<file path="src/hdl/assert_macros.svh">
// Assertion macros shared by the flight event detector RTL.
// Every macro expects i_clk and i_rst_n in the scope where it is used.
`ifndef ASSERT_MACROS_SVH
`define ASSERT_MACROS_SVH

// Plain property, checked outside reset
`define FED_ASSERT(lbl, prop, msg) \
    lbl: assert property (@(posedge i_clk) disable iff (!i_rst_n) (prop)) else $error(msg);

// Same-cycle implication
`define FED_ASSERT_IMPL(lbl, ante, cons, msg) \
    lbl: assert property (@(posedge i_clk) disable iff (!i_rst_n) (ante) |-> (cons)) \
        else $error(msg);

// Next-cycle implication
`define FED_ASSERT_NEXT(lbl, ante, cons, msg) \
    lbl: assert property (@(posedge i_clk) disable iff (!i_rst_n) (ante) |=> (cons)) \
        else $error(msg);

`endif

</file>
<file path="src/hdl/fed_pkg.sv">
// Flight event detector package: widths, register indexes, reset values and types.
// No dependencies.
package fed_pkg;

    localparam int TIME_W = 32;
    localparam int ALT_W  = 25;
    localparam int VEL_W  = 21;
    localparam int THR_W  = 20;
    localparam int NUM_W  = 35;
    localparam int MAG_W  = 26;

    localparam int IN_TDATA_W  = 64;
    localparam int OUT_TDATA_W = 56;
    localparam int CFG_IDX_W   = 3;
    localparam int CFG_DATA_W  = 32;

    localparam int DIV_STEPS = 35;
    localparam int DIV_CNT_W = 6;

    localparam logic [THR_W-1:0] VEL_SAT = 20'd1000000;

    localparam logic [CFG_IDX_W-1:0] REG_LIFTOFF_VEL = 3'd0;
    localparam logic [CFG_IDX_W-1:0] REG_APOGEE_VEL  = 3'd1;
    localparam logic [CFG_IDX_W-1:0] REG_TOUCH_ALT   = 3'd2;
    localparam logic [CFG_IDX_W-1:0] REG_LANDED_VEL  = 3'd3;
    localparam logic [CFG_IDX_W-1:0] REG_LANDED_HOLD = 3'd4;
    localparam logic [CFG_IDX_W-1:0] REG_FLARE_ALT   = 3'd5;
    localparam logic [CFG_IDX_W-1:0] REG_ALT_LIMIT   = 3'd6;
    localparam logic [CFG_IDX_W-1:0] REG_VEL_LIMIT   = 3'd7;

    localparam logic [THR_W-1:0]         RST_LIFTOFF_VEL = 20'd200;
    localparam logic [THR_W-1:0]         RST_APOGEE_VEL  = 20'd100;
    localparam logic signed [ALT_W-1:0]  RST_TOUCH_ALT   = 25'sd50;
    localparam logic [THR_W-1:0]         RST_LANDED_VEL  = 20'd30;
    localparam logic [TIME_W-1:0]        RST_LANDED_HOLD = 32'd3000;
    localparam logic signed [ALT_W-1:0]  RST_FLARE_ALT   = 25'sd30000;
    localparam logic signed [ALT_W-1:0]  RST_ALT_LIMIT   = 25'sd10000000;
    localparam logic [THR_W-1:0]         RST_VEL_LIMIT   = 20'd1000000;

    typedef struct packed {
        logic [THR_W-1:0]        liftoff_vel;
        logic [THR_W-1:0]        apogee_vel;
        logic signed [ALT_W-1:0] touch_alt;
        logic [THR_W-1:0]        landed_vel;
        logic [TIME_W-1:0]       landed_hold;
        logic signed [ALT_W-1:0] flare_alt;
        logic signed [ALT_W-1:0] alt_limit;
        logic [THR_W-1:0]        vel_limit;
    } t_cfg;

endpackage

</file>
<file path="src/hdl/flight_event_detector_top.sv">
// Flight event detector top level: sequencer, detector state and stream ports.
// Depends on fed_pkg, fed_cfg, fed_div and assert_macros.svh.
//
// Usage:
//   Input stream (s): one item per transfer. tdata holds now_ms [31:0],
//   altitude_cm [56:32], in_flight [57]; tuser holds has_altitude.
//   Output stream (m): exactly one result per input item, in order.
//   Config channel: write register i_cfg_index with i_cfg_data while idle;
//   o_cfg_ready is high whenever reset is released.
//   Work per item: a barometer sample with a usable previous timestamp runs
//   the divider (states MUL and DIV, one quotient bit per step) before FIN
//   forms the result; any other item goes straight from IDLE to FIN.
//   The input is not ready while an item is at work; it is ready again as
//   soon as the result sits in the output register, even if not yet taken.
//   If the receiver stalls, the next item finishes its work and then holds
//   until the output register frees up.
//   Reset (synchronous, active low) loads default thresholds and clears the
//   velocity, altitude, peak, phase and timer state; both ready outputs stay
//   low while reset is held.
`include "assert_macros.svh"
module flight_event_detector_top (
    input  logic                             i_clk,
    input  logic                             i_rst_n,
    input  logic                             i_s_tvalid,
    output logic                             o_s_tready,
    // now_ms [31:0], altitude_cm [56:32], in_flight [57], zero [63:58]
    input  logic [fed_pkg::IN_TDATA_W-1:0]   i_s_tdata,
    // has_altitude [0]
    input  logic                             i_s_tuser,
    output logic                             o_m_tvalid,
    input  logic                             i_m_tready,
    // liftoff [0], apogee [1], flare [2], touchdown [3], landed [4],
    // altitude_limit [5], velocity_limit [6], velocity_cms [27:7],
    // peak_altitude_cm [52:28], zero [55:53]
    output logic [fed_pkg::OUT_TDATA_W-1:0]  o_m_tdata,
    input  logic                             i_cfg_valid,
    output logic                             o_cfg_ready,
    input  logic [fed_pkg::CFG_IDX_W-1:0]    i_cfg_index,
    input  logic [fed_pkg::CFG_DATA_W-1:0]   i_cfg_data
);

    localparam logic [1:0] ST_IDLE = 2'd0;
    localparam logic [1:0] ST_MUL  = 2'd1;
    localparam logic [1:0] ST_DIV  = 2'd2;
    localparam logic [1:0] ST_FIN  = 2'd3;

    fed_pkg::t_cfg w_cfg;

    logic [1:0]                          r_state;
    logic [1:0]                          n_state;
    logic [fed_pkg::TIME_W-1:0]          r_now;
    logic                                r_has;
    logic signed [fed_pkg::ALT_W-1:0]    r_alt;
    logic                                r_fly;
    logic [fed_pkg::MAG_W-1:0]           r_mag;
    logic                                r_neg;
    logic [fed_pkg::TIME_W-1:0]          r_dt;
    logic signed [fed_pkg::ALT_W-1:0]    r_held;
    logic signed [fed_pkg::ALT_W-1:0]    r_prev_alt;
    logic [fed_pkg::TIME_W-1:0]          r_prev_time;
    logic signed [fed_pkg::VEL_W-1:0]    r_vel;
    logic signed [fed_pkg::ALT_W-1:0]    r_peak;
    logic [3:0]                          r_phase;
    logic [fed_pkg::TIME_W-1:0]          r_stable;
    logic                                r_was;
    logic                                r_out_valid;
    logic [fed_pkg::OUT_TDATA_W-1:0]     r_out_data;

    logic                                w_accept;
    logic signed [fed_pkg::ALT_W-1:0]    w_in_alt;
    logic [fed_pkg::TIME_W-1:0]          w_in_now;
    logic [fed_pkg::TIME_W-1:0]          w_dt;
    logic signed [fed_pkg::MAG_W-1:0]    w_diff;
    logic [fed_pkg::MAG_W-1:0]           w_abs_diff;
    logic                                w_need_div;
    logic [fed_pkg::NUM_W-1:0]           w_prod;
    logic                                w_div_start;
    logic                                w_div_done;
    logic [fed_pkg::NUM_W-1:0]           w_div_quo;
    logic [fed_pkg::THR_W-1:0]           w_sat_mag;
    logic signed [fed_pkg::VEL_W-1:0]    w_new_vel;
    logic                                w_fin_go;

    logic signed [fed_pkg::ALT_W-1:0]    w_alt;
    logic [fed_pkg::VEL_W-1:0]           w_spd;
    logic signed [fed_pkg::ALT_W-1:0]    w_peak_out;
    logic signed [fed_pkg::ALT_W-1:0]    n_peak;
    logic [3:0]                          n_phase;
    logic [fed_pkg::TIME_W-1:0]          n_stable;
    logic [6:0]                          w_ev;
    logic [fed_pkg::TIME_W-1:0]          w_elapsed;

    fed_cfg u_cfg (
        .i_clk   (i_clk),
        .i_rst_n (i_rst_n),
        .i_wr    (i_cfg_valid),
        .i_index (i_cfg_index),
        .i_data  (i_cfg_data),
        .o_cfg   (w_cfg)
    );

    fed_div u_div (
        .i_clk      (i_clk),
        .i_rst_n    (i_rst_n),
        .i_start    (w_div_start),
        .i_dividend (w_prod),
        .i_divisor  (r_dt),
        .o_done     (w_div_done),
        .o_quotient (w_div_quo)
    );

    assign o_cfg_ready = i_rst_n;
    assign o_s_tready  = i_rst_n && (r_state == ST_IDLE);
    assign w_accept    = i_s_tvalid && o_s_tready;

    assign w_in_now   = i_s_tdata[fed_pkg::TIME_W-1:0];
    assign w_in_alt   = i_s_tdata[fed_pkg::TIME_W +: fed_pkg::ALT_W];
    assign w_dt       = w_in_now - r_prev_time;
    assign w_diff     = {w_in_alt[fed_pkg::ALT_W-1], w_in_alt}
                      - {r_prev_alt[fed_pkg::ALT_W-1], r_prev_alt};
    assign w_abs_diff = w_diff[fed_pkg::MAG_W-1] ? 26'(-w_diff) : 26'(w_diff);
    assign w_need_div = i_s_tuser && (r_prev_time != '0)
                      && (w_dt >= fed_pkg::TIME_W'(2));

    // Magnitude times 1000 feeds the divider
    assign w_prod      = {9'd0, r_mag} * 35'd1000;
    assign w_div_start = (r_state == ST_MUL);

    assign w_sat_mag = (w_div_quo > fed_pkg::NUM_W'(fed_pkg::VEL_SAT))
                     ? fed_pkg::VEL_SAT : w_div_quo[fed_pkg::THR_W-1:0];
    assign w_new_vel = r_neg ? -$signed({1'b0, w_sat_mag}) : $signed({1'b0, w_sat_mag});

    assign w_fin_go = (r_state == ST_FIN) && (!r_out_valid || i_m_tready);

    always_comb begin
        n_state = r_state;
        case (r_state)
            ST_IDLE: begin
                if (w_accept) begin
                    n_state = w_need_div ? ST_MUL : ST_FIN;
                end
            end
            ST_MUL: begin
                n_state = ST_DIV;
            end
            ST_DIV: begin
                if (w_div_done) begin
                    n_state = ST_FIN;
                end
            end
            ST_FIN: begin
                if (w_fin_go) begin
                    n_state = ST_IDLE;
                end
            end
            default: n_state = ST_IDLE;
        endcase
    end

    // Event evaluation on the sample's altitude (or the held one if absent) and current velocity
    always_comb begin
        w_alt      = r_has ? r_alt : r_held;
        w_spd      = r_vel[fed_pkg::VEL_W-1] ? 21'(-r_vel) : 21'(r_vel);
        w_peak_out = (w_alt > r_peak) ? w_alt : r_peak;
        n_phase    = r_phase;
        n_stable   = r_stable;
        w_ev       = '0;
        w_elapsed  = '0;
        if (r_fly) begin
            if (!n_phase[0] && ($signed({r_vel[fed_pkg::VEL_W-1], r_vel})
                    > $signed({2'b00, w_cfg.liftoff_vel}))) begin
                n_phase[0] = 1'b1;
                w_ev[0]    = 1'b1;
            end
            if (n_phase[0] && !n_phase[1] && r_vel[fed_pkg::VEL_W-1]
                    && (w_spd > {1'b0, w_cfg.apogee_vel})) begin
                n_phase[1] = 1'b1;
                w_ev[1]    = 1'b1;
            end
            if (n_phase[1] && !n_phase[2] && (w_alt <= w_cfg.flare_alt)) begin
                n_phase[2] = 1'b1;
                w_ev[2]    = 1'b1;
            end
            if (n_phase[2] && !n_phase[3] && (w_alt <= w_cfg.touch_alt)) begin
                n_phase[3] = 1'b1;
                n_stable   = r_now;
                w_ev[3]    = 1'b1;
            end
            if (n_phase[3]) begin
                w_elapsed = r_now - n_stable;
                if (w_spd < {1'b0, w_cfg.landed_vel}) begin
                    w_ev[4] = (w_elapsed > w_cfg.landed_hold);
                end else begin
                    n_stable = r_now;
                end
            end
            w_ev[5] = (w_alt > w_cfg.alt_limit);
            w_ev[6] = (w_spd > {1'b0, w_cfg.vel_limit});
        end
        n_peak = w_peak_out;
        // Flight entry clears the detector after the result is formed
        if (r_fly && !r_was) begin
            n_peak   = '0;
            n_phase  = '0;
            n_stable = '0;
        end
    end

    always_ff @(posedge i_clk) begin
        if (!i_rst_n) begin
            r_state     <= ST_IDLE;
            r_out_valid <= 1'b0;
            r_held      <= '0;
            r_prev_alt  <= '0;
            r_prev_time <= '0;
            r_vel       <= '0;
            r_peak      <= '0;
            r_phase     <= '0;
            r_stable    <= '0;
            r_was       <= 1'b0;
        end else begin
            r_state <= n_state;
            if (w_fin_go) begin
                r_out_valid <= 1'b1;
            end else if (i_m_tready) begin
                r_out_valid <= 1'b0;
            end
            if ((r_state == ST_DIV) && w_div_done) begin
                r_vel <= w_new_vel;
            end
            if (w_fin_go) begin
                if (r_has) begin
                    r_held      <= r_alt;
                    r_prev_alt  <= r_alt;
                    r_prev_time <= r_now;
                end
                r_peak   <= n_peak;
                r_phase  <= n_phase;
                r_stable <= n_stable;
                r_was    <= r_fly;
            end
        end
    end

    always_ff @(posedge i_clk) begin
        if (w_accept) begin
            r_now <= w_in_now;
            r_has <= i_s_tuser;
            r_alt <= w_in_alt;
            r_fly <= i_s_tdata[fed_pkg::TIME_W + fed_pkg::ALT_W];
            r_mag <= w_abs_diff;
            r_neg <= w_diff[fed_pkg::MAG_W-1];
            r_dt  <= w_dt;
        end
        if (w_fin_go) begin
            r_out_data <= {3'b000, w_peak_out, r_vel, w_ev};
        end
    end

    assign o_m_tvalid = r_out_valid;
    assign o_m_tdata  = r_out_data;

    `FED_ASSERT(a_vel_range, (r_vel >= -21'sd1000000) && (r_vel <= 21'sd1000000),
        "velocity estimate outside saturation range")
    `FED_ASSERT(a_phase_order,
        (!r_phase[3] || r_phase[2]) && (!r_phase[2] || r_phase[1]) && (!r_phase[1] || r_phase[0]),
        "phase flags out of order")
    `FED_ASSERT_NEXT(a_div_wait, (r_state == ST_DIV) && !w_div_done, r_state == ST_DIV,
        "left divide wait before quotient")
    `FED_ASSERT_NEXT(a_out_busy_hold, (r_state == ST_FIN) && r_out_valid && !i_m_tready,
        (r_state == ST_FIN) && r_out_valid, "result dropped while output stalled")

endmodule

</file>
<file path="src/hdl/fed_cfg.sv">
// Configuration register bank of the flight event detector.
// Depends on fed_pkg.
module fed_cfg (
    input  logic                           i_clk,
    input  logic                           i_rst_n,
    input  logic                           i_wr,
    input  logic [fed_pkg::CFG_IDX_W-1:0]  i_index,
    input  logic [fed_pkg::CFG_DATA_W-1:0] i_data,
    output fed_pkg::t_cfg                  o_cfg
);

    fed_pkg::t_cfg r_cfg;

    always_ff @(posedge i_clk) begin
        if (!i_rst_n) begin
            r_cfg.liftoff_vel <= fed_pkg::RST_LIFTOFF_VEL;
            r_cfg.apogee_vel  <= fed_pkg::RST_APOGEE_VEL;
            r_cfg.touch_alt   <= fed_pkg::RST_TOUCH_ALT;
            r_cfg.landed_vel  <= fed_pkg::RST_LANDED_VEL;
            r_cfg.landed_hold <= fed_pkg::RST_LANDED_HOLD;
            r_cfg.flare_alt   <= fed_pkg::RST_FLARE_ALT;
            r_cfg.alt_limit   <= fed_pkg::RST_ALT_LIMIT;
            r_cfg.vel_limit   <= fed_pkg::RST_VEL_LIMIT;
        end else if (i_wr) begin
            case (i_index)
                fed_pkg::REG_LIFTOFF_VEL: r_cfg.liftoff_vel <= i_data[fed_pkg::THR_W-1:0];
                fed_pkg::REG_APOGEE_VEL:  r_cfg.apogee_vel  <= i_data[fed_pkg::THR_W-1:0];
                fed_pkg::REG_TOUCH_ALT:   r_cfg.touch_alt   <= i_data[fed_pkg::ALT_W-1:0];
                fed_pkg::REG_LANDED_VEL:  r_cfg.landed_vel  <= i_data[fed_pkg::THR_W-1:0];
                fed_pkg::REG_LANDED_HOLD: r_cfg.landed_hold <= i_data[fed_pkg::TIME_W-1:0];
                fed_pkg::REG_FLARE_ALT:   r_cfg.flare_alt   <= i_data[fed_pkg::ALT_W-1:0];
                fed_pkg::REG_ALT_LIMIT:   r_cfg.alt_limit   <= i_data[fed_pkg::ALT_W-1:0];
                fed_pkg::REG_VEL_LIMIT:   r_cfg.vel_limit   <= i_data[fed_pkg::THR_W-1:0];
                default: ;
            endcase
        end
    end

    assign o_cfg = r_cfg;

endmodule

</file>
<file path="src/hdl/fed_div.sv">
// Restoring divider, one quotient bit per cycle.
// Depends on fed_pkg and assert_macros.svh.
`include "assert_macros.svh"
module fed_div (
    input  logic                        i_clk,
    input  logic                        i_rst_n,
    input  logic                        i_start,
    input  logic [fed_pkg::NUM_W-1:0]   i_dividend,
    input  logic [fed_pkg::TIME_W-1:0]  i_divisor,
    output logic                        o_done,
    output logic [fed_pkg::NUM_W-1:0]   o_quotient
);

    logic                          r_busy;
    logic                          r_done;
    logic [fed_pkg::DIV_CNT_W-1:0] r_cnt;
    logic [fed_pkg::NUM_W-1:0]     r_quo;
    logic [fed_pkg::TIME_W-1:0]    r_rem;
    logic [fed_pkg::TIME_W-1:0]    r_div;
    logic [fed_pkg::TIME_W:0]      w_shift;
    logic [fed_pkg::TIME_W:0]      w_sub;
    logic                          w_fits;

    assign w_shift = {r_rem, r_quo[fed_pkg::NUM_W-1]};
    assign w_sub   = w_shift - {1'b0, r_div};
    assign w_fits  = !w_sub[fed_pkg::TIME_W];

    always_ff @(posedge i_clk) begin
        if (!i_rst_n) begin
            r_busy <= 1'b0;
            r_done <= 1'b0;
            r_cnt  <= '0;
        end else begin
            r_done <= 1'b0;
            if (i_start) begin
                r_busy <= 1'b1;
                r_cnt  <= fed_pkg::DIV_CNT_W'(fed_pkg::DIV_STEPS);
            end else if (r_busy) begin
                r_cnt <= r_cnt - 1'b1;
                if (r_cnt == fed_pkg::DIV_CNT_W'(1)) begin
                    r_busy <= 1'b0;
                    r_done <= 1'b1;
                end
            end
        end
    end

    always_ff @(posedge i_clk) begin
        if (i_start) begin
            r_quo <= i_dividend;
            r_rem <= '0;
            r_div <= i_divisor;
        end else if (r_busy) begin
            r_quo <= {r_quo[fed_pkg::NUM_W-2:0], w_fits};
            r_rem <= w_fits ? w_sub[fed_pkg::TIME_W-1:0] : w_shift[fed_pkg::TIME_W-1:0];
        end
    end

    assign o_done     = r_done;
    assign o_quotient = r_quo;

    `FED_ASSERT_IMPL(a_div_start_idle, i_start, !r_busy, "divider restarted while busy")
    `FED_ASSERT_IMPL(a_div_rem_bound, r_busy, r_rem < r_div, "remainder not below divisor")
    `FED_ASSERT_NEXT(a_div_done, r_busy && (r_cnt == fed_pkg::DIV_CNT_W'(1)), r_done && !r_busy,
        "divider did not finish after last step")

endmodule
</file>
<file path="config.mk">
export PLATFORM = sky130hd
export DESIGN_NAME = flight_event_detector_top
export DESIGN_NICKNAME = d
export VERILOG_FILES = /design/src/hdl/fed_pkg.sv /design/src/hdl/flight_event_detector_top.sv /design/src/hdl/fed_cfg.sv /design/src/hdl/fed_div.sv
export VERILOG_INCLUDE_DIRS = /design/src /design/src/hdl
export SDC_FILE = /design/constraint.sdc
export NUM_CORES = 2
export LEC_CHECK = 0
export BUFFER_PORTS_ARGS = -buffer_cell sky130_fd_sc_hd__buf_2
export CAP_MARGIN = 15
export CELL_PAD_IN_SITES_DETAIL_PLACEMENT = 1
export CELL_PAD_IN_SITES_GLOBAL_PLACEMENT = 1
export CORE_ASPECT_RATIO = 2
export CORE_MARGIN = 4
export CORE_UTILIZATION = 53
export CTS_CLUSTER_DIAMETER = 200
export DETAILED_ROUTE_END_ITERATION = 7
export GPL_ROUTABILITY_DRIVEN = 0
export PLACE_DENSITY = 0.95
export SLEW_MARGIN = 10
export SYNTH_ARGS = -nofsm -noshare
export SYNTH_HDL_FRONTEND = slang
export SYNTH_SLANG_ARGS = --single-unit
</file>
<file path="constraint.sdc">
create_clock -name i_clk -period 16.8 [get_ports i_clk]
set_input_delay 1.68 -clock i_clk [delete_from_list [all_inputs] [get_ports i_clk]]
set_output_delay 1.68 -clock i_clk [all_outputs]
set_load 0.02 [all_outputs]
</file>
Word level (Yosys, flattened, before mapping)
Cells that the tools add are included.
W data, S select, Z words.
Word-level totals
  register bits after elaboration: 633
  input port bits: 105
  word-level logic and storage cells: 159
Cells by class
  $add $sub $neg: 8
  multiply operators: 1
  magnitude comparators: 11
  equal/unequal tests: 14
  multiplexer cells: 43
  bitwise gates (word level): 2
  reductions and logical operators: 43
Operators by type and width (count)
  $mux W32: 7
  $mux W25: 4
  $mux W35: 2
  $sub A32 B32 Y32: 2
  $gt A25 B25 Y1: 2
  $le A25 B25 Y1: 2
  $gt A21 B20 Y1: 2
  $mux W21: 2
  $gt A35 B20 Y1 const B: 1
  $sub A33 B32 Y33: 1
  $ge A32 B2 Y1 const B: 1
  $gt A32 B32 Y1: 1
  $mul A26 B7 Y32 const B: 1
  $reduce_bool A32 Y1: 1
  $neg A26 Y26: 1
  $sub A25 B25 Y26: 1
  $gt A21 B21 Y1: 1
  $lt A21 B20 Y1: 1
  $neg A20 Y21: 1
  $neg A21 Y21: 1
  $mux W20: 1
  $reduce_and A2 Y1: 10
  $mux W1: 18
  $logic_and A1 B1 Y1: 15
  other kinds (22): 43

Depth between registers and ports, before layout
  depth in word-level cells: 21
  mapped depth: 40
  depth with buffers taken out: 40

Cells and area by module
From an unflattened synthesis, not the netlist that was laid out.
Second synthesis, totals
  cell total of the unflattened synthesis: 4343
  area, all modules: 41538.6 um2
Modules (own cells, without submodules)
  flight_event_detector_top: times used 1, cells each 3049, area an instance 28237.1 um2, sequential area each 8498.2 um2
  fed_cfg: times used 1, cells each 679, area an instance 7056.8 um2, sequential area each 3743.6 um2
  fed_div: times used 1, cells each 615, area an instance 6244.7 um2, sequential area each 2812.7 um2

Worst setup path after synthesis
OpenSTA, ideal clock, no wires.
  path kind: flip-flop to flip-flop
  start point: register r_vel[2] in the netlist's numbering
  end point: register r_out_data, in the netlist o_m_tdata[4] (data pin)
  library setup time: 0.180 ns
  arrival time: 7.733 ns
  required time: 16.620 ns
  slack: 8.887 ns
  stages on the path, launching flop included: 34
  path buffers: 0
  cell sequence: dfxtp_1 or4_4 nor4_1 nand2_1 or2_2 o41ai_1 xnor2_1 ha_1 and4_1 nor3b_1 a221o_1 a221oi_1 o21ai_2 nor2_2 a21oi_2 o21ai_2 mux2_1 ha_1 fa_1 nor2b_1 o21ai_0 a21boi_0 o21ai_0 a211oi_1 nor3_1 nor4_1 o22ai_1 or4b_2 nand4_1 ha_1 nand4_1 nor4_1 o31ai_1 a221oi_1
Between the ends
  word-level cells in the longest chain between the ends: 19
  elaborated cells on any way between the ends: 26
  classes of those cells: 2 x add/sub; 4 x order compare; 11 x mux; 9 x reduce/logical
RTL lines
  from (decl): RTL line flight_event_detector_top.sv:61  | logic signed [fed_pkg::VEL_W-1:0] r_vel;
  from (signal assigned): RTL line flight_event_detector_top.sv:229  | r_vel <= w_new_vel;
  branches (longest 19 deep; another with $neg A21 Y21)
  to (signal assigned): RTL line flight_event_detector_top.sv:256  | r_out_data <= {3'b000, w_peak_out, r_vel, w_ev};
  to (decl): RTL line flight_event_detector_top.sv:67  | logic [fed_pkg::OUT_TDATA_W-1:0] r_out_data;
Several ways; the timed one is not identified. The select of a mux whose other input is x is not followed.
A chain may end at the register's enable or synchronous reset.

Worst setup path after layout
Same ends and word-level chain as after synthesis.

==> flow_summary.yaml <==
run_status:
  status: "finished, final reports clean"
floorplanning:
  die_x_um: 202
  core_area_sq_mm: 0.0741
  io_pins: 164
  start_util: 0.536
  die_y_um: 395
  dieArea_sq_mm: 0.0797
  rows: 141
routing:
  drt_iter0_drc: 4753
  wl_per_cell_um: 32.1
  detailedRoute.firstPassIterationCount: 6
  avgViaCountPerCell: 7.20
  drtAntennaViolNets: 0
  vias: 38500
  drt_wl_total_um: 172000
  remaining_drc_errors: 0
clock_tree:
  cts_root_buf: "clkbuf_16"
  post-cts-setup-buffers: 0
  cts_sinks: 633
  clk_pin_slew_ps: 70
  htreeDepth: 2
  cts_buffers: 55
  clk_latency_ps: 650
  clock_path_buffers: 3
  cts_tree: "done"
  hold_buffers: 0
  post_cts_resized: 0
place:
  dpl.hpwl_um: 105000
  numPortBuffers: 154
  pre_cts_ws_ps: 6230
power:
  power.density_mw_per_mm2: 180
  vdd_drop_max_mv: 0.175
  p_leak_uw: 0.0172
flow_run:
  drv_cap: 0
worst_setup_path:
  cp-end-kind: "register"
  cp_slowest_cell: "o41ai_1"
  path_max_fanout: 34
  crit_type: "reg -> reg"
  max_stage_delay_ps: 880
  critPathRequiredTime_ps: 17230
  start_kind: "register"
  cp.arrival_ps: 12430
finish:
  nNetsFinal: 4983
  layout_common_cells: "nand2_1 (659), a21oi_1 (412), ha_1 (408)"
  multi_input_area_sq_mm: 0.0226
  area_delta_synth_final_pct: 8.15
  final_common_cell: "nand2_1"
  layout-drive-gt1-share: 0.0833
  fill_cells: 8347
  register_area_sq_mm: 0.0150
logic_synthesis:
  yosysWarnings: 0
  syn_avg_cell_area_sq_um: 9.21
  synthDistinctLibCells: 101
  synth_edf_count: 235
  syn_area_sq_mm: 0.0397
  seq_area_frac_synth: 0.378
  synth_seq_cells: 633
  async_reset_ff_frac: 0
  synth_top_flop_cell: "dfxtp_1"
  synthCells: 4313
global_routing:
  grt-ovfl-total: 0
  grt_pass1_wl_um: 257000
  gr-usage-all-layers: 0.415
  grtUsageMet2: 0.692
  met3_usage: 0.0985
  grt.busiest_layer: "met2"
  grt_pass1_vias: 42000
  grtUsageMet1: 0.436
  antenna_found_initial: 9
  grt_max_degree: 98
sta:
  fmaxAchievable_mhz: 83.3
  grt_setup_unrepaired: "false"
  post-route-min-period_ps: 12000
  setup_slack_ps: 4800
  drv_slew: 0
  final-hold-violation-count: 0
  relSlewSlack: 0.185
  period_share: 0.714
  clock_skew_ps: 41.5
  fin_setup_tns_ps: 0
  setup_viol: 0
  tightest_slew_ps: 1220
hold_path:
  hp-class: "reg -> reg"
==> path summary, 6_finish.rpt <==
kind         slack (ps)  depth (start not counted)               to     start
min reg2reg         420                          0  u_div.r_div[25]  r_dt[25]
max reg2reg        4800                         35     o_m_tdata[4]  r_vel[2]
min                 420                          0  u_div.r_div[25]  r_dt[25]
max                4800                         35     o_m_tdata[4]  r_vel[2]
==> stage by stage <==
stage               instances  hold slack [ps]  utilization  power (uW)  instance area [sq um]
CTS                      5346              431        0.580        7580                  43000
finish                   5348              424        0.580        7750                  43000
global placement         5242              401        0.556        5750                  41200
detailed placement       5242              406        0.556        6080                  41200
floorplan                4315              400            -        4880                  39700
global route             5347              437        0.580        8070                  43000
==> cells in the mapped netlist, drive strengths merged (55+ instances only) <==
cell type | n | area [sq um]
a211oi | 55 | 435
a21o | 111 | 833
a21oi | 414 | 2080
clkbuf | 150 | 588
dfxtp | 398 | 7970
edfxtp | 235 | 7060
fa | 98 | 1960
ha | 409 | 5120
inv | 382 | 1430
mux2i | 68 | 681
nand2 | 662 | 2490
nand3 | 58 | 290
nor2 | 178 | 671
nor3 | 60 | 312
o211ai | 63 | 473
o21ai | 154 | 782
xnor2 | 121 | 1060
==> logic make-up after synthesis <==
family / count (synthesis) / synth area share
DFF: 633 / 0.378
other: 1 / 0.0000944
xor gates and xnor gates: 175 / 0.0388
adders and majority gates: 507 / 0.178
buffers and inverters: 562 / 0.0555
muxes: 119 / 0.0316
and+or+nand+nor: 1232 / 0.141
AOI/OAI and AO/OA: 1084 / 0.177
==> registers in the layout (all words and copies together) (netlist names), 2 cells and up <==
name	flops
u_div.r_cnt	6
r_held	25
r_mag	26
r_prev_alt	25
r_phase	4
u_cfg.o_cfg	187
r_dt	32
r_state	2
r_stable	32
r_prev_time	32
r_peak	25
r_vel	21
u_div.r_rem	32
r_now	32
u_div.r_div	32
r_alt	25
u_div.o_quotient	35
o_m_tdata	53
==> report_power, final <==
| part | switching [uW] | internal [uW] |
|---|---|---|
| Clock | 670 | 694 |
| Sequential | 221 | 1870 |
| Combinational | 2660 | 1640 |
==> metal layers <==
metal / vias up / part of all wire / wire length [um]
met1: 18500 / 0.32 / 55100
li1: 15300 / - / -
met2: 3224 / 0.47 / 80400
met4: 12 / 0.11 / 19000
met3: 1379 / 0.10 / 17100
met5: - / 0.00067 / 115
==> area by class of cell <==
class / count / area share
antenna: 1 / 0.0000582
clock buffer: 83 / 0.0381
clock inverter: 21 / 0.00367
inverter: 384 / 0.0337
multi-input combinational: 3120 / 0.526
sequential: 633 / 0.350
tap: 929 / 0.0270
timing repair buffer: 177 / 0.0221
==> critical path: cells and delay by family (launching register included) <==
family | cells | cell delay, ps
flops | 1 | 440
fa+ha+maj | 4 | 1190
buf+inv | 1 | 510
simple gates | 16 | 5290
xor+xnor | 1 | 360
compound gates | 12 | 3580
mux | 1 | 440
(Power assumes the default switching activity.)
